==> config.mk <==
export PLATFORM = sky130hd
export DESIGN_NAME = wav_pcm_stream_parser
export DESIGN_NICKNAME = d
export VERILOG_FILES = /design/src/sv/wps_pkg.sv /design/src/sv/wps_front.sv /design/src/sv/wps_queue.sv /design/src/sv/wps_back.sv /design/src/sv/wav_pcm_stream_parser.sv
export SDC_FILE = /design/constraint.sdc
export NUM_CORES = 1
export LEC_CHECK = 0
export ABC_CLOCK_PERIOD_IN_PS = 14000
export BUFFER_PORTS_ARGS = -buffer_cell sky130_fd_sc_hd__buf_2
export CAP_MARGIN = 40
export CORE_AREA = 2 2 324 326
export CTS_BUF_LIST = sky130_fd_sc_hd__clkbuf_8 sky130_fd_sc_hd__clkbuf_16
export DETAILED_ROUTE_END_ITERATION = 8
export DIE_AREA = 0 0 326 328
export PLACE_DENSITY = 0.52
export SETUP_SLACK_MARGIN = 0.02
export SYNTH_ARGS = -nofsm -noshare
export SYNTH_HDL_FRONTEND = slang
export SYNTH_SLANG_ARGS = --single-unit
==> constraint.sdc <==
create_clock -name i_clk -period 14 [get_ports i_clk]
set_clock_uncertainty 0.05 [all_clocks]
set_input_delay 0 -clock i_clk [delete_from_list [all_inputs] [get_ports i_clk]]
set_output_delay 0 -clock i_clk [all_outputs]
set_load 0.05 [all_outputs]
==> src/sv/wps_pkg.sv <==
// Shared types and constants for the WAV PCM stream parser.
// Holds the token passed from the header front end to the sample back end.
// No dependencies.
package wps_pkg;

    // Chunk tags as they sit in the shift register after four bytes (little-endian)
    localparam logic [31:0] TAG_RIFF = 32'h4646_4952;
    localparam logic [31:0] TAG_WAVE = 32'h4556_4157;
    localparam logic [31:0] TAG_FMT  = 32'h2074_6D66;
    localparam logic [31:0] TAG_DATA = 32'h6174_6164;
    localparam logic [31:0] TAG_JUNK = 32'h4B4E_554A;

    localparam logic [1:0] KIND_SAMPLE = 2'd0;
    localparam logic [1:0] KIND_FORMAT = 2'd1;
    localparam logic [1:0] KIND_ERROR  = 2'd2;

    localparam logic [3:0] ERR_RIFF     = 4'd1;
    localparam logic [3:0] ERR_WAVE     = 4'd2;
    localparam logic [3:0] ERR_FMT      = 4'd3;
    localparam logic [3:0] ERR_COMPRESS = 4'd4;
    localparam logic [3:0] ERR_CHANNELS = 4'd5;
    localparam logic [3:0] ERR_RATE     = 4'd6;
    localparam logic [3:0] ERR_BITS     = 4'd7;
    localparam logic [3:0] ERR_DATA_TAG = 4'd8;

    localparam int Q_DEPTH = 4;
    localparam int Q_AW    = $clog2(Q_DEPTH);

    typedef enum logic [1:0] {
        TK_BYTE = 2'd0,
        TK_SIZE = 2'd1,
        TK_FMT  = 2'd2,
        TK_ERR  = 2'd3
    } t_tok_kind;

    // data: sample byte, data size, sample rate or error code by kind
    typedef struct packed {
        t_tok_kind   kind;
        logic [31:0] data;
        logic [15:0] chans;
        logic [5:0]  bits;
    } t_token;

endpackage

==> src/sv/wps_front.sv <==
// Header front end: walks the RIFF/WAVE/fmt/JUNK/data headers byte by byte
// and pushes tokens (format, error, data size, sample bytes). Uses wps_pkg.
module wps_front #(
    parameter int JUNK_SKIP_BYTES = 32
) (
    input  logic            i_clk,
    input  logic            i_rst_n,
    input  logic            i_accept,
    input  logic [7:0]      i_byte,
    input  logic            i_file_start,
    output logic            o_push,
    output wps_pkg::t_token o_token
);
    import wps_pkg::*;

    typedef enum logic [5:0] {
        PH_HEADER  = 6'b000001,
        PH_JUNK    = 6'b000010,
        PH_DATATAG = 6'b000100,
        PH_SIZE    = 6'b001000,
        PH_SAMPLES = 6'b010000,
        PH_IDLE    = 6'b100000
    } t_phase;

    localparam logic [7:0] JUNK_LEN = 8'(JUNK_SKIP_BYTES);

    t_phase      r_phase, n_phase, ph;
    logic [5:0]  r_off, n_off, off;
    logic [31:0] r_acc, n_acc, acc, va;
    logic [15:0] r_chans, n_chans;
    logic [30:0] r_rate, n_rate;
    logic [5:0]  r_bits, n_bits;
    logic [7:0]  r_jcnt, n_jcnt;
    t_token      tok;
    logic        push;

    always_comb begin
        ph      = i_file_start ? PH_HEADER : r_phase;
        off     = i_file_start ? 6'd0 : r_off;
        acc     = i_file_start ? 32'd0 : r_acc;
        va      = {i_byte, acc[31:8]};
        n_phase = r_phase;
        n_off   = r_off;
        n_acc   = r_acc;
        n_chans = r_chans;
        n_rate  = r_rate;
        n_bits  = r_bits;
        n_jcnt  = r_jcnt;
        push    = 1'b0;
        tok     = '0;
        if (i_accept) begin
            n_phase = ph;
            n_off   = off;
            n_acc   = acc;
            case (ph)
                PH_IDLE: begin
                end
                PH_SAMPLES: begin
                    push      = 1'b1;
                    tok.kind  = TK_BYTE;
                    tok.data  = {24'd0, i_byte};
                end
                PH_JUNK: begin
                    n_jcnt = r_jcnt - 8'd1;
                    if (r_jcnt == 8'd1) begin
                        n_phase = PH_DATATAG;
                        n_off   = 6'd0;
                    end
                end
                PH_DATATAG: begin
                    n_acc = va;
                    n_off = off + 6'd1;
                    if (off == 6'd3) begin
                        if (va != TAG_DATA) begin
                            push     = 1'b1;
                            tok.kind = TK_ERR;
                            tok.data = {28'd0, ERR_DATA_TAG};
                            n_phase  = PH_IDLE;
                        end else begin
                            n_phase = PH_SIZE;
                            n_off   = 6'd0;
                        end
                    end
                end
                PH_SIZE: begin
                    n_acc = va;
                    n_off = off + 6'd1;
                    if (off == 6'd3) begin
                        push      = 1'b1;
                        tok.kind  = TK_SIZE;
                        tok.data  = va;
                        tok.chans = r_chans;
                        tok.bits  = r_bits;
                        n_phase   = PH_SAMPLES;
                        n_off     = 6'd0;
                    end
                end
                PH_HEADER: begin
                    n_acc = va;
                    n_off = off + 6'd1;
                    tok.kind = TK_ERR;
                    case (off)
                        6'd3:  if (va != TAG_RIFF) begin
                            push = 1'b1;
                            tok.data = {28'd0, ERR_RIFF};
                        end
                        6'd11: if (va != TAG_WAVE) begin
                            push = 1'b1;
                            tok.data = {28'd0, ERR_WAVE};
                        end
                        6'd15: if (va != TAG_FMT) begin
                            push = 1'b1;
                            tok.data = {28'd0, ERR_FMT};
                        end
                        6'd21: if (va[31:16] != 16'd1) begin
                            push = 1'b1;
                            tok.data = {28'd0, ERR_COMPRESS};
                        end
                        6'd23: begin
                            if (va[31:16] == 16'd0) begin
                                push = 1'b1;
                                tok.data = {28'd0, ERR_CHANNELS};
                            end else begin
                                n_chans = va[31:16];
                            end
                        end
                        6'd27: begin
                            if (va[31]) begin
                                push = 1'b1;
                                tok.data = {28'd0, ERR_RATE};
                            end else begin
                                n_rate = va[30:0];
                            end
                        end
                        6'd35: begin
                            push = 1'b1;
                            if (va[31:16] == 16'd8 || va[31:16] == 16'd16 ||
                                va[31:16] == 16'd24 || va[31:16] == 16'd32) begin
                                n_bits    = va[21:16];
                                tok.kind  = TK_FMT;
                                tok.data  = {1'b0, r_rate};
                                tok.chans = r_chans;
                                tok.bits  = va[21:16];
                            end else begin
                                tok.data = {28'd0, ERR_BITS};
                            end
                        end
                        6'd39: begin
                            n_off = 6'd0;
                            if (va == TAG_JUNK) begin
                                if (JUNK_LEN == 8'd0) begin
                                    n_phase = PH_DATATAG;
                                end else begin
                                    n_phase = PH_JUNK;
                                    n_jcnt  = JUNK_LEN;
                                end
                            end else if (va == TAG_DATA) begin
                                n_phase = PH_SIZE;
                            end else begin
                                push = 1'b1;
                                tok.data = {28'd0, ERR_DATA_TAG};
                            end
                        end
                        default: begin
                        end
                    endcase
                    if (push && tok.kind == TK_ERR) begin
                        n_phase = PH_IDLE;
                    end
                end
                default: begin
                    n_phase = PH_IDLE;
                end
            endcase
        end
    end

    always_ff @(posedge i_clk) begin
        if (!i_rst_n) begin
            r_phase <= PH_HEADER;
            r_off   <= 6'd0;
            r_acc   <= 32'd0;
            r_jcnt  <= 8'd0;
        end else begin
            r_phase <= n_phase;
            r_off   <= n_off;
            r_acc   <= n_acc;
            r_jcnt  <= n_jcnt;
        end
    end

    always_ff @(posedge i_clk) begin
        r_chans <= n_chans;
        r_rate  <= n_rate;
        r_bits  <= n_bits;
    end

    assign o_push  = push;
    assign o_token = tok;

endmodule

==> src/sv/wps_queue.sv <==
// Small token FIFO between the header front end and the sample back end.
// Uses wps_pkg for the token type and depth.
module wps_queue (
    input  logic            i_clk,
    input  logic            i_rst_n,
    input  logic            i_push,
    input  wps_pkg::t_token i_token,
    input  logic            i_pop,
    output logic            o_full,
    output logic            o_empty,
    output wps_pkg::t_token o_head
);
    import wps_pkg::*;

    t_token            r_mem [Q_DEPTH];
    logic [Q_AW-1:0]   r_wp, r_rp;
    logic [Q_AW:0]     r_cnt;

    assign o_full  = (r_cnt == (Q_AW+1)'(Q_DEPTH));
    assign o_empty = (r_cnt == '0);
    assign o_head  = r_mem[r_rp];

    always_ff @(posedge i_clk) begin
        if (i_push) begin
            r_mem[r_wp] <= i_token;
        end
    end

    always_ff @(posedge i_clk) begin
        if (!i_rst_n) begin
            r_wp  <= '0;
            r_rp  <= '0;
            r_cnt <= '0;
        end else begin
            if (i_push) r_wp <= r_wp + 1'b1;
            if (i_pop)  r_rp <= r_rp + 1'b1;
            r_cnt <= r_cnt + (Q_AW+1)'(i_push) - (Q_AW+1)'(i_pop);
        end
    end

    a_no_overflow: assert property (@(posedge i_clk) disable iff (!i_rst_n)
        !(i_push && o_full && !i_pop)) else $error("push into full queue");
    a_no_underflow: assert property (@(posedge i_clk) disable iff (!i_rst_n)
        !(i_pop && o_empty)) else $error("pop from empty queue");
    a_cnt_bound: assert property (@(posedge i_clk) disable iff (!i_rst_n)
        r_cnt <= (Q_AW+1)'(Q_DEPTH)) else $error("queue count out of range");

endmodule

==> src/sv/wps_back.sv <==
// Sample back end: frame trimming (remainder unit), sample assembly, Q1.30
// scaling and the output register. Uses wps_pkg.
module wps_back (
    input  logic               i_clk,
    input  logic               i_rst_n,
    input  logic               i_empty,
    input  wps_pkg::t_token    i_head,
    output logic               o_pop,
    output logic               o_out_valid,
    input  logic               i_out_stall,
    output logic [1:0]         o_kind,
    output logic signed [31:0] o_sample_value,
    output logic [15:0]        o_channel_number,
    output logic [31:0]        o_frame_number,
    output logic               o_last_sample,
    output logic [3:0]         o_error_code,
    output logic [15:0]        o_channel_count,
    output logic [30:0]        o_rate_hz,
    output logic [5:0]         o_sample_bits
);
    import wps_pkg::*;

    // s / (2^p - 1) is the p-bit pattern of |s| repeated; 30 bits plus a round bit.
    function automatic logic [31:0] f_scale(input logic [31:0] raw, input logic [5:0] bits);
        logic signed [32:0] s;
        logic [32:0]        mx;
        logic [31:0]        m;
        logic [63:0]        w;
        logic [30:0]        q;
        logic               big;
        case (bits)
            6'd8:    s = {25'd0, raw[7:0]} - 33'd128;
            6'd16:   s = {{17{raw[15]}}, raw[15:0]};
            6'd24:   s = {{9{raw[23]}}, raw[23:0]};
            default: s = {raw[31], raw};
        endcase
        mx = s[32] ? (33'd0 - s) : s;
        m  = mx[31:0];
        case (bits)
            6'd8: begin
                w   = {m[6:0], m[6:0], m[6:0], m[6:0], m[6:0], m[6:0], m[6:0], m[6:0],
                       m[6:0], 1'b0};
                big = m[7];
            end
            6'd16: begin
                w   = {m[14:0], m[14:0], m[14:0], m[14:0], 4'd0};
                big = m[15];
            end
            6'd24: begin
                w   = {m[22:0], m[22:0], m[22:5]};
                big = m[23];
            end
            default: begin
                w   = {m[30:0], m[30:0], m[30:29]};
                big = m[31];
            end
        endcase
        q = {1'b0, w[63:34]} + 31'(w[33]);
        if (big) begin
            f_scale = 32'hC000_0000;
        end else if (s[32]) begin
            f_scale = 32'd0 - {1'b0, q};
        end else begin
            f_scale = {1'b0, q};
        end
    endfunction

    logic [31:0] r_rem, n_rem;
    logic [31:0] r_acc, n_acc, asm;
    logic [1:0]  r_bis, n_bis;
    logic [15:0] r_chans, n_chans;
    logic [5:0]  r_bits, n_bits;
    logic [15:0] r_chan, n_chan;
    logic [31:0] r_frame, n_frame;
    logic        r_busy, n_busy;
    logic [4:0]  r_dcnt, n_dcnt;
    logic [31:0] r_dvd, n_dvd;
    logic [17:0] r_rmd, n_rmd;
    logic [17:0] r_dvs, n_dvs;
    logic [18:0] dt, dsub;
    logic [2:0]  sbytes;
    logic        pop, emit, slot_free;

    logic        r_ov, n_ov;
    logic [1:0]  r_kind, n_kind;
    logic [31:0] r_val, n_val;
    logic [15:0] r_ochan, n_ochan;
    logic [31:0] r_oframe, n_oframe;
    logic        r_olast, n_olast;
    logic [3:0]  r_oerr, n_oerr;
    logic [15:0] r_occ, n_occ;
    logic [30:0] r_orate, n_orate;
    logic [5:0]  r_obits, n_obits;

    assign sbytes    = r_bits[5:3];
    assign slot_free = !r_ov || !i_out_stall;
    assign asm       = r_acc | ({24'd0, i_head.data[7:0]} << {r_bis, 3'b000});
    assign dt        = {r_rmd, r_dvd[31]};
    assign dsub      = dt - {1'b0, r_dvs};

    always_comb begin
        n_rem = r_rem;  n_acc = r_acc;  n_bis = r_bis;  n_chans = r_chans;
        n_bits = r_bits; n_chan = r_chan; n_frame = r_frame;
        n_busy = r_busy; n_dcnt = r_dcnt; n_dvd = r_dvd; n_rmd = r_rmd; n_dvs = r_dvs;
        n_kind = r_kind; n_val = r_val; n_ochan = r_ochan; n_oframe = r_oframe;
        n_olast = r_olast; n_oerr = r_oerr; n_occ = r_occ; n_orate = r_orate;
        n_obits = r_obits;
        pop  = 1'b0;
        emit = 1'b0;
        if (r_busy) begin
            // one restoring step of size mod frame bytes
            n_rmd  = (dt >= {1'b0, r_dvs}) ? dsub[17:0] : dt[17:0];
            n_dvd  = {r_dvd[30:0], 1'b0};
            n_dcnt = r_dcnt - 5'd1;
            if (r_dcnt == 5'd0) begin
                n_busy = 1'b0;
                n_rem  = r_rem - {14'd0, n_rmd};
            end
        end else if (!i_empty && slot_free) begin
            pop = 1'b1;
            n_val = '0; n_ochan = '0; n_oframe = '0; n_olast = 1'b0;
            n_oerr = '0; n_occ = '0; n_orate = '0; n_obits = '0;
            case (i_head.kind)
                TK_FMT: begin
                    emit    = 1'b1;
                    n_kind  = KIND_FORMAT;
                    n_occ   = i_head.chans;
                    n_orate = i_head.data[30:0];
                    n_obits = i_head.bits;
                end
                TK_ERR: begin
                    emit   = 1'b1;
                    n_kind = KIND_ERROR;
                    n_oerr = i_head.data[3:0];
                end
                TK_SIZE: begin
                    n_rem   = i_head.data;
                    n_dvd   = i_head.data;
                    n_rmd   = '0;
                    n_dvs   = {2'd0, i_head.chans} * {15'd0, i_head.bits[5:3]};
                    n_dcnt  = 5'd31;
                    n_busy  = 1'b1;
                    n_chans = i_head.chans;
                    n_bits  = i_head.bits;
                    n_chan  = '0;
                    n_frame = '0;
                    n_bis   = '0;
                    n_acc   = '0;
                end
                default: begin
                    if (r_rem != 32'd0) begin
                        n_rem = r_rem - 32'd1;
                        if ({1'b0, r_bis} + 3'd1 >= sbytes) begin
                            emit     = 1'b1;
                            n_kind   = KIND_SAMPLE;
                            n_val    = f_scale(asm, r_bits);
                            n_ochan  = r_chan;
                            n_oframe = r_frame;
                            n_olast  = (r_rem == 32'd1);
                            n_acc    = '0;
                            n_bis    = '0;
                            if ({1'b0, r_chan} + 17'd1 >= {1'b0, r_chans}) begin
                                n_chan  = '0;
                                n_frame = r_frame + 32'd1;
                            end else begin
                                n_chan = r_chan + 16'd1;
                            end
                        end else begin
                            n_acc = asm;
                            n_bis = r_bis + 2'd1;
                        end
                    end
                end
            endcase
        end
        if (emit) begin
            n_ov = 1'b1;
        end else if (!i_out_stall) begin
            n_ov = 1'b0;
        end else begin
            n_ov = r_ov;
        end
    end

    always_ff @(posedge i_clk) begin
        if (!i_rst_n) begin
            r_rem  <= '0;
            r_bis  <= '0;
            r_busy <= 1'b0;
            r_dcnt <= '0;
            r_ov   <= 1'b0;
            r_chan <= '0;
            r_frame <= '0;
            r_acc  <= '0;
            r_bits <= '0;
        end else begin
            r_rem  <= n_rem;
            r_bis  <= n_bis;
            r_busy <= n_busy;
            r_dcnt <= n_dcnt;
            r_ov   <= n_ov;
            r_chan <= n_chan;
            r_frame <= n_frame;
            r_acc  <= n_acc;
            r_bits <= n_bits;
        end
    end

    always_ff @(posedge i_clk) begin
        r_chans  <= n_chans;
        r_dvd    <= n_dvd;
        r_rmd    <= n_rmd;
        r_dvs    <= n_dvs;
        r_kind   <= n_kind;
        r_val    <= n_val;
        r_ochan  <= n_ochan;
        r_oframe <= n_oframe;
        r_olast  <= n_olast;
        r_oerr   <= n_oerr;
        r_occ    <= n_occ;
        r_orate  <= n_orate;
        r_obits  <= n_obits;
    end

    assign o_pop            = pop;
    assign o_out_valid      = r_ov;
    assign o_kind           = r_kind;
    assign o_sample_value   = r_val;
    assign o_channel_number = r_ochan;
    assign o_frame_number   = r_oframe;
    assign o_last_sample    = r_olast;
    assign o_error_code     = r_oerr;
    assign o_channel_count  = r_occ;
    assign o_rate_hz        = r_orate;
    assign o_sample_bits    = r_obits;

    a_busy_no_pop: assert property (@(posedge i_clk) disable iff (!i_rst_n)
        r_busy |-> !pop) else $error("token taken during remainder pass");
    a_emit_slot: assert property (@(posedge i_clk) disable iff (!i_rst_n)
        emit |-> slot_free) else $error("result overwrites a held one");
    a_bis_range: assert property (@(posedge i_clk) disable iff (!i_rst_n)
        (r_rem != 32'd0 && !r_busy) |-> ({1'b0, r_bis} < sbytes))
        else $error("byte position beyond sample width");

endmodule

==> src/sv/wav_pcm_stream_parser.sv <==
// Top level of the WAV PCM stream parser: front end, token queue, back end.
// Depends on wps_pkg, wps_front, wps_queue and wps_back.
//
//  channel | direction | handshake                  | payload
//  in      | input     | i_in_valid / o_in_stall    | i_data_byte, i_file_start
//  out     | output    | o_out_valid / i_out_stall  | o_kind ... o_sample_bits
//
// One byte per cycle unless stalled; results registered as the byte leaves the queue.
// The data size token starts a remainder pass in the back end; bytes
// keep entering until the 4-entry queue fills, then o_in_stall rises.
// Synchronous active-low reset; no clearing pass after reset.
// A stalled output holds its result while the queue keeps absorbing bytes.
module wav_pcm_stream_parser #(
    parameter int JUNK_SKIP_BYTES = 32
) (
    input  logic               i_clk,
    input  logic               i_rst_n,
    input  logic               i_in_valid,
    output logic               o_in_stall,
    input  logic [7:0]         i_data_byte,
    input  logic               i_file_start,
    output logic               o_out_valid,
    input  logic               i_out_stall,
    output logic [1:0]         o_kind,
    output logic signed [31:0] o_sample_value,
    output logic [15:0]        o_channel_number,
    output logic [31:0]        o_frame_number,
    output logic               o_last_sample,
    output logic [3:0]         o_error_code,
    output logic [15:0]        o_channel_count,
    output logic [30:0]        o_rate_hz,
    output logic [5:0]         o_sample_bits
);
    import wps_pkg::*;

    logic   q_full, q_empty, push, pop, accept;
    t_token tok, head;

    assign o_in_stall = q_full;
    assign accept     = i_in_valid && !q_full;

    wps_front #(.JUNK_SKIP_BYTES(JUNK_SKIP_BYTES)) u_front (
        .i_clk        (i_clk),
        .i_rst_n      (i_rst_n),
        .i_accept     (accept),
        .i_byte       (i_data_byte),
        .i_file_start (i_file_start),
        .o_push       (push),
        .o_token      (tok)
    );

    wps_queue u_queue (
        .i_clk   (i_clk),
        .i_rst_n (i_rst_n),
        .i_push  (push),
        .i_token (tok),
        .i_pop   (pop),
        .o_full  (q_full),
        .o_empty (q_empty),
        .o_head  (head)
    );

    wps_back u_back (
        .i_clk            (i_clk),
        .i_rst_n          (i_rst_n),
        .i_empty          (q_empty),
        .i_head           (head),
        .o_pop            (pop),
        .o_out_valid      (o_out_valid),
        .i_out_stall      (i_out_stall),
        .o_kind           (o_kind),
        .o_sample_value   (o_sample_value),
        .o_channel_number (o_channel_number),
        .o_frame_number   (o_frame_number),
        .o_last_sample    (o_last_sample),
        .o_error_code     (o_error_code),
        .o_channel_count  (o_channel_count),
        .o_rate_hz        (o_rate_hz),
        .o_sample_bits    (o_sample_bits)
    );

endmodule
# Word-level counts from Yosys, hierarchy flattened

Memory sizes are Yosys's and may differ from the RTL's. A register that Yosys moved wholly into a read port is not among the register bits.
Cells that the tools add are included.

Flip-flop bits (word level): 455
RAM bits: 224
Bits of input ports: 13
Output and inout bits: 142
Memories: 1

Memory list:

| memory        | words | bits a word | read ports | clocked after Yosys merged registers in | wr ports | line            | text |
|---|---|---|---|---|---|---|---|
| u_queue.r_mem | 4     | 56          | 1          | 1                                       | 1        | wps_queue.sv:15 | `t_token r_mem [Q_DEPTH];` |

Add/subtract/negate cells: 19
Multipliers: 1
$lt $le $gt $ge: 3
Equality and inequality tests: 40
Shift-type cells: 1
Multiplexer cells: 130
Bitwise gates (word level): 8
Reduce and logical (&&, ||, !) cells: 43

Operator list:

| cell                  | number |
|---|---|
| $mux 32               | 18 |
| $mux 64               | 5 |
| $pmux 32 s8           | 1 |
| $pmux 32 s2           | 3 |
| $pmux 64 s3           | 1 |
| $mux 33               | 5 |
| $pmux 34 s4           | 1 |
| $pmux 33 s3           | 1 |
| $ne 32x31->1 const B  | 3 |
| $mux 6                | 15 |
| $mux 18               | 4 |
| $mux 34               | 2 |
| $eq 32x31->1 const B  | 2 |
| $mux 56               | 1 |
| $mux 55               | 1 |
| $mux 16               | 3 |
| $mux 22               | 2 |
| $pmux 22 s2           | 1 |
| $eq 6x5->1 const B    | 6 |
| $mux 1                | 36 |
| $add 32x1->32 const B | 1 |
| $eq 16x5->1 const B   | 2 |
| $eq 32x1->1 const B   | 1 |
| $ne 32x30->1 const B  | 1 |
| 71 further kinds      | 129 |

# Depth between registers and ports, before layout

Gate-level depths: netlist of the first run.

Depth after elaboration: 21
Mapped depth: 37
Depth with buffers taken out: 35

# Modules after synthesis

A second synthesis of the first run with hierarchy kept.

Cells, all modules: 3317
Area, all modules: 35863.1 um^2

By module, submodules not included:

| module                | instances | cells each | area an instance (um^2) | sequential area each (um^2) |
|---|---|---|---|---|
| wps_back              | 1         | 2398       | 21948.6                 | 9258.9 |
| wps_queue             | 1         | 335        | 8558.2                  | 6906.6 |
| wps_front             | 1         | 583        | 5342.6                  | 2472.4 |
| wav_pcm_stream_parser | 1         | 1          | 13.8                    | 0.0 |

# Worst setup path after synthesis of the first run

OpenSTA, ideal clock, no wires.

Path type: flip-flop to flip-flop
Start point: register u_back.r_rmd[0]
End point: register u_back.r_rem[30]
Data arrival time: 6.979 ns
Data required time: 13.830 ns
Slack: 6.852 ns
Cell stages (with the launch flop): 37
Buffers on the path: 2
Clock period less this slack: 7.148 ns
Cell sequence: edfxtp_1 -> ha_1 -> nor2b_1 -> o21ai_0 -> a21boi_0 -> o21ai_0 -> a21boi_0 -> o21ai_0 -> a21boi_0 -> o21ai_0 -> a21boi_0 -> o21ai_0 -> a21boi_0 -> o311a_1 -> o221ai_1 -> clkbuf_1 -> buf_1 -> nand3_1 -> nand2_1 -> ha_1 -> inv_1 -> fa_1 -> a21o_1 -> a21oi_1 -> o21ai_0 -> a21oi_1 -> o21ai_0 -> a21oi_1 -> o21bai_1 -> a21oi_1 -> o21a_1 -> o31ai_1 -> o21bai_1 -> and2_1 -> a21oi_1 -> o31a_1 -> o31a_1

Cells in the longest elaborated chain, start to end: 5
Elaborated cells on any way between the ends: 6
Those cells by class: add/sub (2); order compare (1); mux (3)

RTL lines:

| item                                                  | line                            | text |
|---|---|---|
| start: declaration                                    | wps_back.sv:78                  | `logic [17:0] r_rmd, n_rmd;` |
| start signal: assignment                              | wps_back.sv:212                 | `r_rmd <= n_rmd;` |
| $sub 18x18->18 / $ge 19x18->1 (equally long branches) | wps_back.sv:99, wps_back.sv:112 |  |
| $mux 18 *                                             | wps_back.sv:112                 | `n_rmd = (dt >= {1'b0, r_dvs}) ? dsub[17:0] : dt[17:0];` |
| $sub 32x18->32 *                                      | wps_back.sv:117                 | `n_rem = r_rem - {14'd0, n_rmd};` |
| $mux 32 *                                             | wps_back.sv:115                 | `if (r_dcnt == 5'd0) begin` |
| $mux 32 *                                             | wps_back.sv:110                 | `if (r_busy) begin` |
| end signal: assignment                                | wps_back.sv:197                 | `r_rem <= n_rem;` |
| end: declaration                                      | wps_back.sv:68                  | `logic [31:0] r_rem, n_rem;` |

Every way passes the cells marked *; elsewhere a longest branch is shown, timed or not. The select of a mux whose other input is x is not followed.
A chain may end at the register's enable or synchronous reset.

# Final worst setup path of the first run

Start point: register u_back.r_rmd[0]
End point: register u_back.r_rem[25]

Same word-level chain as after synthesis.

==> results of run 1 <==
==> cell type report <==
cell class / count / area (um2) / share of cell area
multi-input combinational: 2396 / 16100 / 0.3891
tap: 1380 / 1727 / 0.04174
inverter: 141 / 534.3 / 0.01291
clock buffer: 87 / 2110 / 0.05099
sequential: 681 / 18640 / 0.4507
timing repair buffer: 236 / 1558 / 0.03766
antenna: 3 / 7.507 / 0.0001815
clock inverter: 61 / 693.2 / 0.01676
==> through the flow <==
step	cell area (um2)	util	instances	hold WS, ps	worst slack, ps
2_1_floorplan	35940	-	3400	48.87	6852
3_3_place_gp	38180	0.3700	4807	204.4	6197
3_5_place_dp	38440	0.3725	4822	214.5	5995
4_1_cts	41360	0.4008	4982	16.01	5929
5_1_grt	41360	0.4008	4982	98.23	4766
6_report	41370	0.4009	4985	64.60	5914
==> path summary, 6_finish.rpt <==
check | to | startpoint | slack [ps]
setup / recovery | u_back.r_rem[25]$_SDFFE_PN0P_ | u_back.r_rmd[0]$_SDFFCE_PN0P_ | 5910
hold / removal | u_front.r_rate[7]$_DFFE_PP_ | i_file_start | 60
setup reg to reg | u_back.r_rem[25]$_SDFFE_PN0P_ | u_back.r_rmd[0]$_SDFFCE_PN0P_ | 5910
hold reg to reg | u_front.r_acc[22]$_SDFFE_PN0P_ | u_front.r_acc[22]$_SDFFE_PN0P_ | 400
==> cell families after synthesis <==
family	count (synthesis)	share of synthesized area
and+or+nand+nor	1252	0.1746
buffers and inverters	323	0.03551
adders and majority gates	111	0.04240
muxes	68	0.03864
DFF	681	0.5185
xor gates and xnor gates	183	0.04459
AOI/OAI and AO/OA	782	0.1457
==> placed cells by master (no fill, tap or decap), types with 18 or more instances in the layout <==
cell type / Yosys / layout
sky130_fd_sc_hd__edfxtp_1: 500 / 500
sky130_fd_sc_hd__a22o_1: 25 / 25
sky130_fd_sc_hd__buf_4: 4 / 58
sky130_fd_sc_hd__nand2b_1: 19 / 19
sky130_fd_sc_hd__fa_1: 18 / 18
sky130_fd_sc_hd__xor2_1: 71 / 71
sky130_fd_sc_hd__nor2b_1: 45 / 44
sky130_fd_sc_hd__nor4_1: 35 / 32
sky130_fd_sc_hd__nor3_1: 76 / 75
sky130_fd_sc_hd__ha_1: 93 / 93
sky130_fd_sc_hd__a211oi_1: 39 / 38
sky130_fd_sc_hd__nand3_1: 85 / 85
sky130_fd_sc_hd__and2_1: 149 / 145
sky130_fd_sc_hd__and3_1: 31 / 31
sky130_fd_sc_hd__a31oi_1: 29 / 29
sky130_fd_sc_hd__mux4_2: 56 / 56
sky130_fd_sc_hd__nand2_1: 296 / 295
sky130_fd_sc_hd__buf_2: 8 / 156
sky130_fd_sc_hd__a21oi_1: 258 / 256
sky130_fd_sc_hd__o21ai_0: 131 / 131
sky130_fd_sc_hd__dfxtp_1: 181 / 178
sky130_fd_sc_hd__a21o_1: 24 / 24
sky130_fd_sc_hd__inv_1: 139 / 152
sky130_fd_sc_hd__o21a_1: 19 / 19
sky130_fd_sc_hd__clkbuf_16: 0 / 81
sky130_fd_sc_hd__nor2_1: 341 / 339
sky130_fd_sc_hd__o31ai_1: 24 / 24
sky130_fd_sc_hd__a22oi_1: 38 / 38
sky130_fd_sc_hd__nand4_1: 40 / 40
sky130_fd_sc_hd__or4_1: 21 / 21
sky130_fd_sc_hd__xnor2_1: 112 / 112
sky130_fd_sc_hd__or3_1: 26 / 26
==> metal layers <==
metal  vias up  part of all wire  GRT usage
li1      12810                 -          -
met1     13130              0.46     0.2691
met2       748              0.46     0.3057
met3       156             0.051    0.02693
met4         0             0.028    0.06261
met5         -                 0          0
==> power groups by stage <==
stage                     Combinational, mW  Clock [mW]  Sequential (mW)
after global placement                 6.01           0             3.08
after global routing                   6.66        2.33             3.08
after floorplan                        3.78           0             3.74
final                                  6.05        2.19             3.03
after CTS                              6.08        2.25             3.04
after detailed placement               6.04           0             3.07
==> state kept, by name, summed over array words and instances (netlist names), 18 cells and up, named ones only <==
register and flops:
u_back.r_rmd 18, u_queue.r_mem 224, u_back.r_rem 32, u_back.r_frame 32, u_back.o_sample_value 32, u_back.r_acc 32
u_back.r_dvs 18, u_back.r_dvd 32, u_back.o_frame_number 32, u_back.o_rate_hz 31, u_front.r_rate 31, u_front.r_acc 24
==> repair_timing <==
action                                  in CTS  in global routing
hold buffers                                12                  0
endpoints found under the setup margin       0                  0
hold endpoints to repair                    82                  0
==> implementation parameters, run 1 <==
Parameter                              Value

Run status
  Result of the run ... completed

Timing
  Min Tclk post-route ... 8086 ps
  Final worst path period share ... 0.5775
  Achievable clock frequency ... 123.7 MHz
  Slew at the pin closest to its max-slew limit ... 888.5 ps
  Hold violation count in the final report ... 0
  Max-slew violations ... 0
  Setup repair after global routing missed its margin ... false
  Setup TNS Final ... 0 ps
  Remaining max-slew budget at the tightest pin ... 0.4037
  # setup viols final ... 0

Die
  Standard cell core area ... 0.1032 mm2
  Count of pins on the block boundary ... 155
  Die extent in y ... 328 um
  Num rows ... 118
  Width of the die ... 326 um
  Effective utilization at floorplan ... 0.3483
  Total die area ... 0.1069 mm2

Setup path
  Worst Path Arrival ... 8600 ps
  Largest fanout on the critical path ... 11
  Critical path's top delay family ... compound AO/OA/AOI/OAI gates
  Type of the worst setup path ... reg -> reg
  Sum of buffers and inverters on the critical path ... 0
  Worst Setup End Kind ... flip-flop
  Crit-path slowest cell ... sky130_fd_sc_hd__o41ai_1
  Delay of the slowest cell on the worst path ... 560 ps
  Logic depth of the worst setup path including buffers ... 32
  Required time at the endpoint of the critical path ... 14510 ps
  Startpoint type of the worst setup path ... flip-flop
  Worst r2r path cells ... 32
  Dominant cell type by count on the critical path ... sky130_fd_sc_hd__o21ai_0

Clock tree
  Resize count post-CTS ... 0
  CTS tree ... done
  Buffers from clock root to sink, at most ... 3
  Num CTS Buffers ... 80
  H-tree level count ... 3
  Clk_lat worst skew ... 680 ps
  Root buffer cell ... sky130_fd_sc_hd__clkbuf_16
  CTS Sinks ... 681
  Clock-pin slew on the worst setup and hold paths ... 60 ps
  # Post-CTS Setup Buffers ... 0

Synthesis
  Post-synthesis register bit count ... 681
  Gate Count Post-Synth ... 3400
  Register area share after synthesis ... 0.5185
  Cell with the most instances after synthesis ... sky130_fd_sc_hd__edfxtp_1
  Async S/R FF share, synth ... 0
  Commonest cells post-synth ... 500 x sky130_fd_sc_hd__edfxtp_1, 341 x sky130_fd_sc_hd__nor2_1, 296 x sky130_fd_sc_hd__nand2_1
  Primary flip-flop cell chosen by synthesis mapping ... sky130_fd_sc_hd__edfxtp_1
  Yosys cell types ... 107
  Top cells by area in the synthesized netlist ... sky130_fd_sc_hd__edfxtp_1 42%, sky130_fd_sc_hd__dfxtp_1 10%, sky130_fd_sc_hd__a21oi_1 3.6%
  Cell taking the most area after synthesis ... sky130_fd_sc_hd__edfxtp_1
  Total number of yosys warnings ... 0
  Per-instance average area after synthesis ... 10.57 um2
  Top cell type's share of synthesized area ... 0.4177
  Area of the mapped netlist ... 0.03594 mm2
  Count of flip-flops with a built-in enable after synthesis ... 500
  Post-synth net total ... 3524

Global route
  Aggregate global routing overflow ... 0
  Number of antenna violations at the first check in global routing ... 4
  Vias in the first global route ... 26180
  Total GRT Usage ... 0.1919
  Largest net degree at the start of global routing ... 78
  First-pass GRT wire length ... 160300 um

Layout
  Synthesis-to-finish area growth ... 15.09%
  Fill cell total of the finished layout ... 9960
  Net total in the final layout ... 3660
  Fraction of layout instances using a drive strength above 1 ... 0.1352

Power
  Switching pwr ... 5.182 mW
  P_leak ... 14.88 nW
  Power after layout ... 11.27 mW
  Worst VDD drop ... 0.1594 mV
  Switching part of the total power ... 0.4597
  Fraction of power consumed by combinational cells ... 0.537
  Power density over cell area ... 272.5 mW/mm2
  Internal power ... 6.090 mW
  Sequential cell fraction of total power ... 0.269
  Clock group share of total power ... 0.194

Worst hold path
  Worst min path class ... in -> reg
  Number of cells on the worst hold path ... 2

Route
  First-pass DRT Iterations ... 5
  Number of vias in the routed layout ... 26840
  Antenna Nets Post-Route ... 0
  Average wire length per cell after detail routing ... 20.79 um
  Vias per cell ... 5.385
  Number of DRC markers in iteration 0 ... 2130
  Wire length reported by the detailed router ... 103600 um
  DRC Markers ... 0

Flow run
  MaxCap Viol Count ... 0

Placed design
  HPWL after detailed placement ... 71310 um
  Quantity of I/O buffers inserted on ports ... 154
  Last weighted congestion value of the routability-driven placer ... 0.9331
No activity file was read; power rests on OpenSTA's default activity.
==> inputs of run 2 (changes only) <==
- ABC_AREA: not set -> 1
- ABC_CLOCK_PERIOD_IN_PS: 14000 -> 8300
- CORE_AREA: 2 2 324 326 -> 2 2 330 332
- DIE_AREA: 0 0 326 328 -> 0 0 332 334
- clock period: 14 -> 8.3 ns (I/O delays scaled with it)
==> implementation parameters, run 2 <==
Parameter                              Value

Synthesis
  Gate Count Post-Synth ... 4394 (was 3400)
  Cell taking the most area after synthesis ... sky130_fd_sc_hd__edfxtp_1 (unchanged)
  Async S/R FF share, synth ... 0 (unchanged)
  Per-instance average area after synthesis ... 8.483 um2 (was 10.57 um2)
  Register area share after synthesis ... 0.5000 (was 0.5185)
  Primary flip-flop cell chosen by synthesis mapping ... sky130_fd_sc_hd__edfxtp_1 (unchanged)
  Top cells by area in the synthesized netlist ... sky130_fd_sc_hd__edfxtp_1 40%, sky130_fd_sc_hd__dfxtp_1 9.7%, sky130_fd_sc_hd__nand2_1 9.1% (was sky130_fd_sc_hd__edfxtp_1 42%, sky130_fd_sc_hd__dfxtp_1 10%, sky130_fd_sc_hd__a21oi_1 3.6%)
  Post-synthesis register bit count ... 681 (unchanged)
  Count of flip-flops with a built-in enable after synthesis ... 500 (unchanged)
  Yosys cell types ... 77 (was 107)
  Commonest cells post-synth ... 906 x sky130_fd_sc_hd__nand2_1, 572 x sky130_fd_sc_hd__inv_1, 521 x sky130_fd_sc_hd__nor2_1 (was 500 x sky130_fd_sc_hd__edfxtp_1, 341 x sky130_fd_sc_hd__nor2_1, 296 x sky130_fd_sc_hd__nand2_1)
  Area of the mapped netlist ... 0.03727 mm2 (was 0.03594 mm2)
  Total number of yosys warnings ... 0 (unchanged)
  Top cell type's share of synthesized area ... 0.4028 (was 0.4177)
  Post-synth net total ... 4518 (was 3524)
  Cell with the most instances after synthesis ... sky130_fd_sc_hd__nand2_1 (was sky130_fd_sc_hd__edfxtp_1)

Clock tree
  Num CTS Buffers ... 80 (unchanged)
  CTS Sinks ... 681 (unchanged)
  H-tree level count ... 3 (unchanged)
  Clk_lat worst skew ... 670 ps (was 680 ps)
  Clock-pin slew on the worst setup and hold paths ... 60 ps (about the same)
  CTS tree ... done (unchanged)
  Buffers from clock root to sink, at most ... 3 (unchanged)
  Root buffer cell ... sky130_fd_sc_hd__clkbuf_16 (unchanged)

Die
  Width of the die ... 332 um (was 326 um)
  Effective utilization at floorplan ... 0.3458 (was 0.3483)
  Standard cell core area ... 0.1078 mm2 (was 0.1032 mm2)
  Die extent in y ... 334 um (was 328 um)
  Num rows ... 121 (was 118)
  Count of pins on the block boundary ... 155 (unchanged)
  Total die area ... 0.1109 mm2 (was 0.1069 mm2)

Setup path
  Reg2Reg Setup Slack ... 1780 ps (was 5910 ps)
  Worst Setup End Kind ... flip-flop (unchanged)
  Dominant cell type by count on the critical path ... sky130_fd_sc_hd__nand2_1 (was sky130_fd_sc_hd__o21ai_0)
  Largest fanout on the critical path ... 35 (was 11)
  Startpoint type of the worst setup path ... flip-flop (unchanged)
  Reg2reg start ... u_back.r_rmd[1]$_SDFFCE_PN0P_ (was u_back.r_rmd[0]$_SDFFCE_PN0P_)
  Type of the worst setup path ... reg -> reg (unchanged)
  Worst flop-to-flop path endpoint ... u_back.r_rem[21]$_SDFFE_PN0P_ (was u_back.r_rem[25]$_SDFFE_PN0P_)
  Worst Setup EP ... u_back.r_rem[21]$_SDFFE_PN0P_ (was u_back.r_rem[25]$_SDFFE_PN0P_)
  Worst Path Arrival ... 7000 ps (was 8600 ps)
  Crit-path slowest cell ... sky130_fd_sc_hd__edfxtp_1 (was sky130_fd_sc_hd__o41ai_1)
  First element of the critical path ... u_back.r_rmd[1]$_SDFFCE_PN0P_ (was u_back.r_rmd[0]$_SDFFCE_PN0P_)
  Required time at the endpoint of the critical path ... 8780 ps (was 14510 ps)
  Delay of the slowest cell on the worst path ... 380 ps (was 560 ps)
  Worst r2r path cells ... 38 (was 32)

Route
  Number of DRC markers in iteration 0 ... 2262 (was 2130)
  Number of vias in the routed layout ... 30110 (was 26840)
  Average wire length per cell after detail routing ... 18.05 um (was 20.79 um)
  Antenna Nets Post-Route ... 0 (unchanged)
  DRC Markers ... 0 (unchanged)
  Vias per cell ... 5.000 (was 5.385)
  First-pass DRT Iterations ... 6 (was 5)
  Wire length reported by the detailed router ... 108700 um (was 103600 um)

Timing
  Min Tclk post-route ... 6517 ps (was 8086 ps)
  Final worst setup slack ... 1783 ps (was 5914 ps)
  Final worst path period share ... 0.7851 (was 0.5775)
  Max-slew violations ... 0 (unchanged)
  Slew at the pin closest to its max-slew limit ... 928.7 ps (was 888.5 ps)
  # setup viols final ... 0 (unchanged)
  Setup repair after global routing missed its margin ... false (unchanged)
  Achievable clock frequency ... 153.5 MHz (was 123.7 MHz)
  Setup TNS Final ... 0 ps (unchanged)
  Remaining max-slew budget at the tightest pin ... 0.3809 (was 0.4037)
  Hold violation count in the final report ... 0 (unchanged)

Layout
  Top reg by flops ... u_queue.r_mem (unchanged)
  Commonest non-fill, non-tap cell in the layout ... sky130_fd_sc_hd__nand2_1 (was sky130_fd_sc_hd__edfxtp_1)
  Fraction of layout instances using a drive strength above 1 ... 0.1235 (was 0.1352)
  Net total in the final layout ... 4664 (was 3660)
  Synthesis-to-finish area growth ... 14.10% (was 15.09%)
  Fill cell total of the finished layout ... 11030 (was 9960)
  Flip-flop count of the largest register, all copies and words added ... 224 (unchanged)
  Commonest cells after routing, fill and taps aside ... 906 x sky130_fd_sc_hd__nand2_1, 588 x sky130_fd_sc_hd__inv_1, 513 x sky130_fd_sc_hd__nor2_1 (was 500 x sky130_fd_sc_hd__edfxtp_1, 339 x sky130_fd_sc_hd__nor2_1, 295 x sky130_fd_sc_hd__nand2_1)
  ANT cells ... 0 (was 3)

Placed design
  Post-placement setup slack ... 1866 ps (was 5995 ps)
  Quantity of I/O buffers inserted on ports ... 154 (unchanged)
  HPWL after detailed placement ... 77490 um (was 71310 um)
  Last weighted congestion value of the routability-driven placer ... 0.9168 (was 0.9331)

Global route
  Vias in the first global route ... 29100 (was 26180)
  Largest net degree at the start of global routing ... 140 (was 78)
  First-pass GRT wire length ... 169300 um (was 160300 um)
  Total GRT Usage ... 0.1948 (was 0.1919)
  Number of antenna violations at the first check in global routing ... 3 (was 4)
  Aggregate global routing overflow ... 0 (unchanged)

Flow run
  MaxCap Viol Count ... 0 (unchanged)

Worst hold path
  Worst min path class ... in -> reg (unchanged)
  Number of cells on the worst hold path ... 4 (was 2)

Run status
  Result of the run ... completed (unchanged)
-- run 2: cells by family (layout without fill, tap and decap cells) --
logic type               after synthesis  after routing  synth area share
flip-flops                           681            681            0.5000
XOR/XNOR                              75             75           0.01782
buffers and inverters                770            983           0.08214
AO/OA/AOI/OAI                        761            761            0.1186
adder cells (fa/ha/maj)              111            111           0.04089
AND/OR/NAND/NOR                     1995           1995            0.2403
multiplexers                           1              1         0.0002685
-- run 2: layout make-up --
type | count | area [um2] | share of cell area
Clock buffer | 84 | 2079 | 0.04890
Clock inverter | 65 | 628.1 | 0.01477
Tap cell | 1414 | 1769 | 0.04160
Timing Repair Buffer | 227 | 1461 | 0.03436
Sequential cell | 681 | 18640 | 0.4384
Multi-Input combinational cell | 2943 | 15670 | 0.3683
Inverter | 607 | 2283 | 0.05369
-- run 2: worst min path at each step --
stage,startpoint,end,slack [ps]
after floorplan,i_data_byte[2],u_front.r_chans[10]$_DFFE_PP_,50
final,i_out_stall,u_back.o_out_valid$_SDFFE_PN0P_,120
after detailed placement,i_out_stall,u_back.o_out_valid$_SDFFE_PN0P_,240
after global routing,i_out_stall,u_back.o_out_valid$_SDFFE_PN0P_,130
after global placement,i_out_stall,u_back.o_out_valid$_SDFFE_PN0P_,250
after CTS,i_out_stall,u_back.o_out_valid$_SDFFE_PN0P_,80
-- run 2: worst max-delay path: cells and delay by family (launching register included) --
| family | cells | cell delay [ps] |
|---|---|---|
| AOI/OAI and AO/OA | 17 | 3180 |
| adders and majority gates | 2 | 580 |
| buffers and inverters | 4 | 440 |
| DFF | 1 | 380 |
| muxes | 1 | 380 |
| and+or+nand+nor | 14 | 1370 |
-- run 2: stage by stage --
stage / std cells / cell area [um2] / hold WS, ps / utilization
final: 6021 / 42530 / 118.7 / 0.3945
after global routing: 6021 / 42530 / 129.9 / 0.3945
after detailed placement: 5860 / 39700 / 240.4 / 0.3683
after CTS: 6021 / 42530 / 78.34 / 0.3945
after floorplan: 4394 / 37280 / 48.87 / -
after global placement: 5853 / 39550 / 252.0 / 0.3669
-- run 2: layer usage --
metal	wire [um]	global-route usage	vias to the layer above
met4	2373	0.05377	0
met3	4696	0.02627	135
li1	-	-	15040
met2	50410	0.3211	640
met5	0	0	-
met1	51210	0.2682	14290
-- run 2: what timing repair did --
action	4_1_cts	5_1_grt
gates resized for setup	0	0
setup buffers	0	0
endpoints found under the setup margin	0	0
endpoints found under the hold margin	87	0
hold buffers	12	0
Power of run 2 is left out: the tool's default activity adds up to more than one toggle a clock period on the data nets, which glitch-free logic cannot reach.
==> inputs of run 3 (changes only) <==
- ABC_CLOCK_PERIOD_IN_PS: 8300 -> 6230
- clock period: 8.3 -> 6.23 ns (I/O delays scaled with it)
==> implementation parameters, run 3 (same netlist as run 2, synthesis figures left out) <==
Parameter                              Value

Run status
  Result of the run ... completed (unchanged)

Route
  Number of DRC markers in iteration 0 ... 2455 (was 2262)
  Antenna Nets Post-Route ... 0 (unchanged)
  Wire length reported by the detailed router ... 108800 um (was 108700 um)
  DRC Markers ... 0 (unchanged)
  Number of vias in the routed layout ... 30220 (was 30110)
  Average wire length per cell after detail routing ... 17.96 um (was 18.05 um)
  Vias per cell ... 4.989 (was 5.000)
  First-pass DRT Iterations ... 5 (was 6)

Global route
  Routing layer with the top usage in global route ... met2 (unchanged)
  Met2 GRT Util ... 0.3112 (was 0.3211)
  Aggregate global routing overflow ... 0 (unchanged)
  Number of antenna violations at the first check in global routing ... 1 (was 3)
  Met3 demand-to-capacity share in global routing ... 0.02743 (was 0.02627)
  Vias in the first global route ... 28670 (was 29100)
  First-pass GRT wire length ... 168400 um (was 169300 um)
  Largest net degree at the start of global routing ... 95 (was 140)
  Total GRT Usage ... 0.1933 (was 0.1948)
  Met1 usage ... 0.2716 (was 0.2682)

Setup path
  Crit-path slowest cell ... sky130_fd_sc_hd__or4_4 (was sky130_fd_sc_hd__edfxtp_1)
  Worst r2r path cells ... 39 (was 38)
  Worst flop-to-flop path endpoint ... u_back.r_rem[26]$_SDFFE_PN0P_ (was u_back.r_rem[21]$_SDFFE_PN0P_)
  Critical path's top delay family ... simple AND/OR/NAND/NOR gates (was compound AO/OA/AOI/OAI gates)
  Dominant cell type by count on the critical path ... sky130_fd_sc_hd__nand2_1 (unchanged)
  Required time at the endpoint of the critical path ... 6760 ps (was 8780 ps)
  Worst Path Arrival ... 6120 ps (was 7000 ps)
  Startpoint type of the worst setup path ... flip-flop (unchanged)
  Worst Setup End Kind ... flip-flop (unchanged)
  Reg2reg start ... u_back.r_rmd[1]$_SDFFCE_PN0P_ (unchanged)
  Sum of buffers and inverters on the critical path ... 4 (unchanged)
  Logic depth of the worst setup path including buffers ... 39 (was 38)
  Largest fanout on the critical path ... 10 (was 35)
  Type of the worst setup path ... reg -> reg (unchanged)
  Reg2Reg Setup Slack ... 630 ps (was 1780 ps)
  Delay of the slowest cell on the worst path ... 450 ps (was 380 ps)

Die
  Total die area ... 0.1109 mm2 (unchanged)
  Effective utilization at floorplan ... 0.3458 (unchanged)
  Standard cell core area ... 0.1078 mm2 (unchanged)
  Die extent in y ... 334 um (unchanged)
  Num rows ... 121 (unchanged)
  Count of pins on the block boundary ... 155 (unchanged)
  Width of the die ... 332 um (unchanged)

Layout
  Top reg by flops ... u_queue.r_mem (unchanged)
  Commonest cells after routing, fill and taps aside ... 906 x sky130_fd_sc_hd__nand2_1, 582 x sky130_fd_sc_hd__inv_1, 511 x sky130_fd_sc_hd__nor2_1 (was 906 x sky130_fd_sc_hd__nand2_1, 588 x sky130_fd_sc_hd__inv_1, 513 x sky130_fd_sc_hd__nor2_1)
  Fraction of layout instances using a drive strength above 1 ... 0.1346 (was 0.1235)
  Net total in the final layout ... 4703 (was 4664)
  ANT cells ... 0 (unchanged)
  Commonest non-fill, non-tap cell in the layout ... sky130_fd_sc_hd__nand2_1 (unchanged)
  Flip-flop count of the largest register, all copies and words added ... 224 (unchanged)
  Synthesis-to-finish area growth ... 15.15% (was 14.10%)

Timing
  Remaining max-slew budget at the tightest pin ... 0.3902 (was 0.3809)
  Max-slew violations ... 0 (unchanged)
  Hold violation count in the final report ... 0 (unchanged)
  Final worst path period share ... 0.8985 (was 0.7851)
  Setup repair after global routing missed its margin ... false (unchanged)
  Setup TNS Final ... 0 ps (unchanged)
  Min Tclk post-route ... 5598 ps (was 6517 ps)
  # setup viols final ... 0 (unchanged)
  Achievable clock frequency ... 178.6 MHz (was 153.5 MHz)
  Slew at the pin closest to its max-slew limit ... 914.7 ps (was 928.7 ps)

Placed design
  Quantity of I/O buffers inserted on ports ... 154 (unchanged)
  Last weighted congestion value of the routability-driven placer ... 0.9349 (was 0.9168)
  HPWL after detailed placement ... 77990 um (was 77490 um)

Clock tree
  CTS Sinks ... 681 (unchanged)
  CTS tree ... done (unchanged)
  H-tree level count ... 3 (unchanged)
  Clock-pin slew on the worst setup and hold paths ... 60 ps (about the same)
  Buffers from clock root to sink, at most ... 3 (unchanged)
  Num CTS Buffers ... 79 (was 80)
  Root buffer cell ... sky130_fd_sc_hd__clkbuf_16 (unchanged)
  Clk_lat worst skew ... 660 ps (was 670 ps)

Worst hold path
  Hold EP ... u_back.o_out_valid$_SDFFE_PN0P_ (unchanged)
  Start point of the worst hold path ... i_out_stall (unchanged)
  Worst min path class ... in -> reg (unchanged)
  Number of cells on the worst hold path ... 4 (unchanged)

Flow run
  MaxCap Viol Count ... 0 (unchanged)
## run 3: cell type report
class	instances	area [um2]
multi-input combinational	2943	15720
fill	11000	64870
clock buffer	82	2029
timing repair buffer	267	1764
inverter	607	2283
tap	1414	1769
clock inverter	63	708.2
sequential	681	18640
## run 3: repair_timing
item,4_1_cts,5_1_grt
setup buffers,0,1
resized for setup,0,23
hold endpoints to repair,93,0
hold buffers,12,0
endpoints found under the setup margin,0,14
## run 3: tightest hold or removal path, cell delays in order
cell	delay, ps
sky130_fd_sc_hd__dlygate4sd3_1	520
sky130_fd_sc_hd__buf_2	110
sky130_fd_sc_hd__nand2_1	70
sky130_fd_sc_hd__a21oi_1	60
## run 3: stage by stage
stage                       util  instances  area (um2)  hold WS, ps  setup WS, ps
after global placement    0.3705       5896       39930        252.7         61.99
after detailed placement  0.3711       5899       40000        243.9         97.60
after global routing      0.3982       6057       42920        122.6         22.89
after CTS                 0.3976       6056       42850        91.13         67.30
final                     0.3982       6057       42920        125.8         632.4
after floorplan                -       4394       37280        48.87         517.2
## run 3: worst max path at each step
| stage | from | endpoint | slack, ps |
|---|---|---|---|
| floorplan | u_back.r_rmd[1]$_SDFFCE_PN0P_ | u_back.r_rem[25]$_SDFFE_PN0P_ | 520 |
| global placement | u_back.r_rmd[1]$_SDFFCE_PN0P_ | u_back.r_rem[21]$_SDFFE_PN0P_ | 60 |
| detailed placement | u_back.r_rmd[1]$_SDFFCE_PN0P_ | u_back.r_rem[21]$_SDFFE_PN0P_ | 100 |
| CTS | u_back.r_rmd[1]$_SDFFCE_PN0P_ | u_back.r_rem[21]$_SDFFE_PN0P_ | 70 |
| global route | u_back.r_rmd[1]$_SDFFCE_PN0P_ | u_back.r_rem[25]$_SDFFE_PN0P_ | 20 |
| finish | u_back.r_rmd[1]$_SDFFCE_PN0P_ | u_back.r_rem[26]$_SDFFE_PN0P_ | 630 |
## run 3: per-layer routing
metal	vias to the layer above	wire length [um]
li1	15120	-
met1	14240	51480
met2	724	49150
met3	130	5755
met4	2	2385
met5	-	13
Power of run 3 is left out for the same reason.
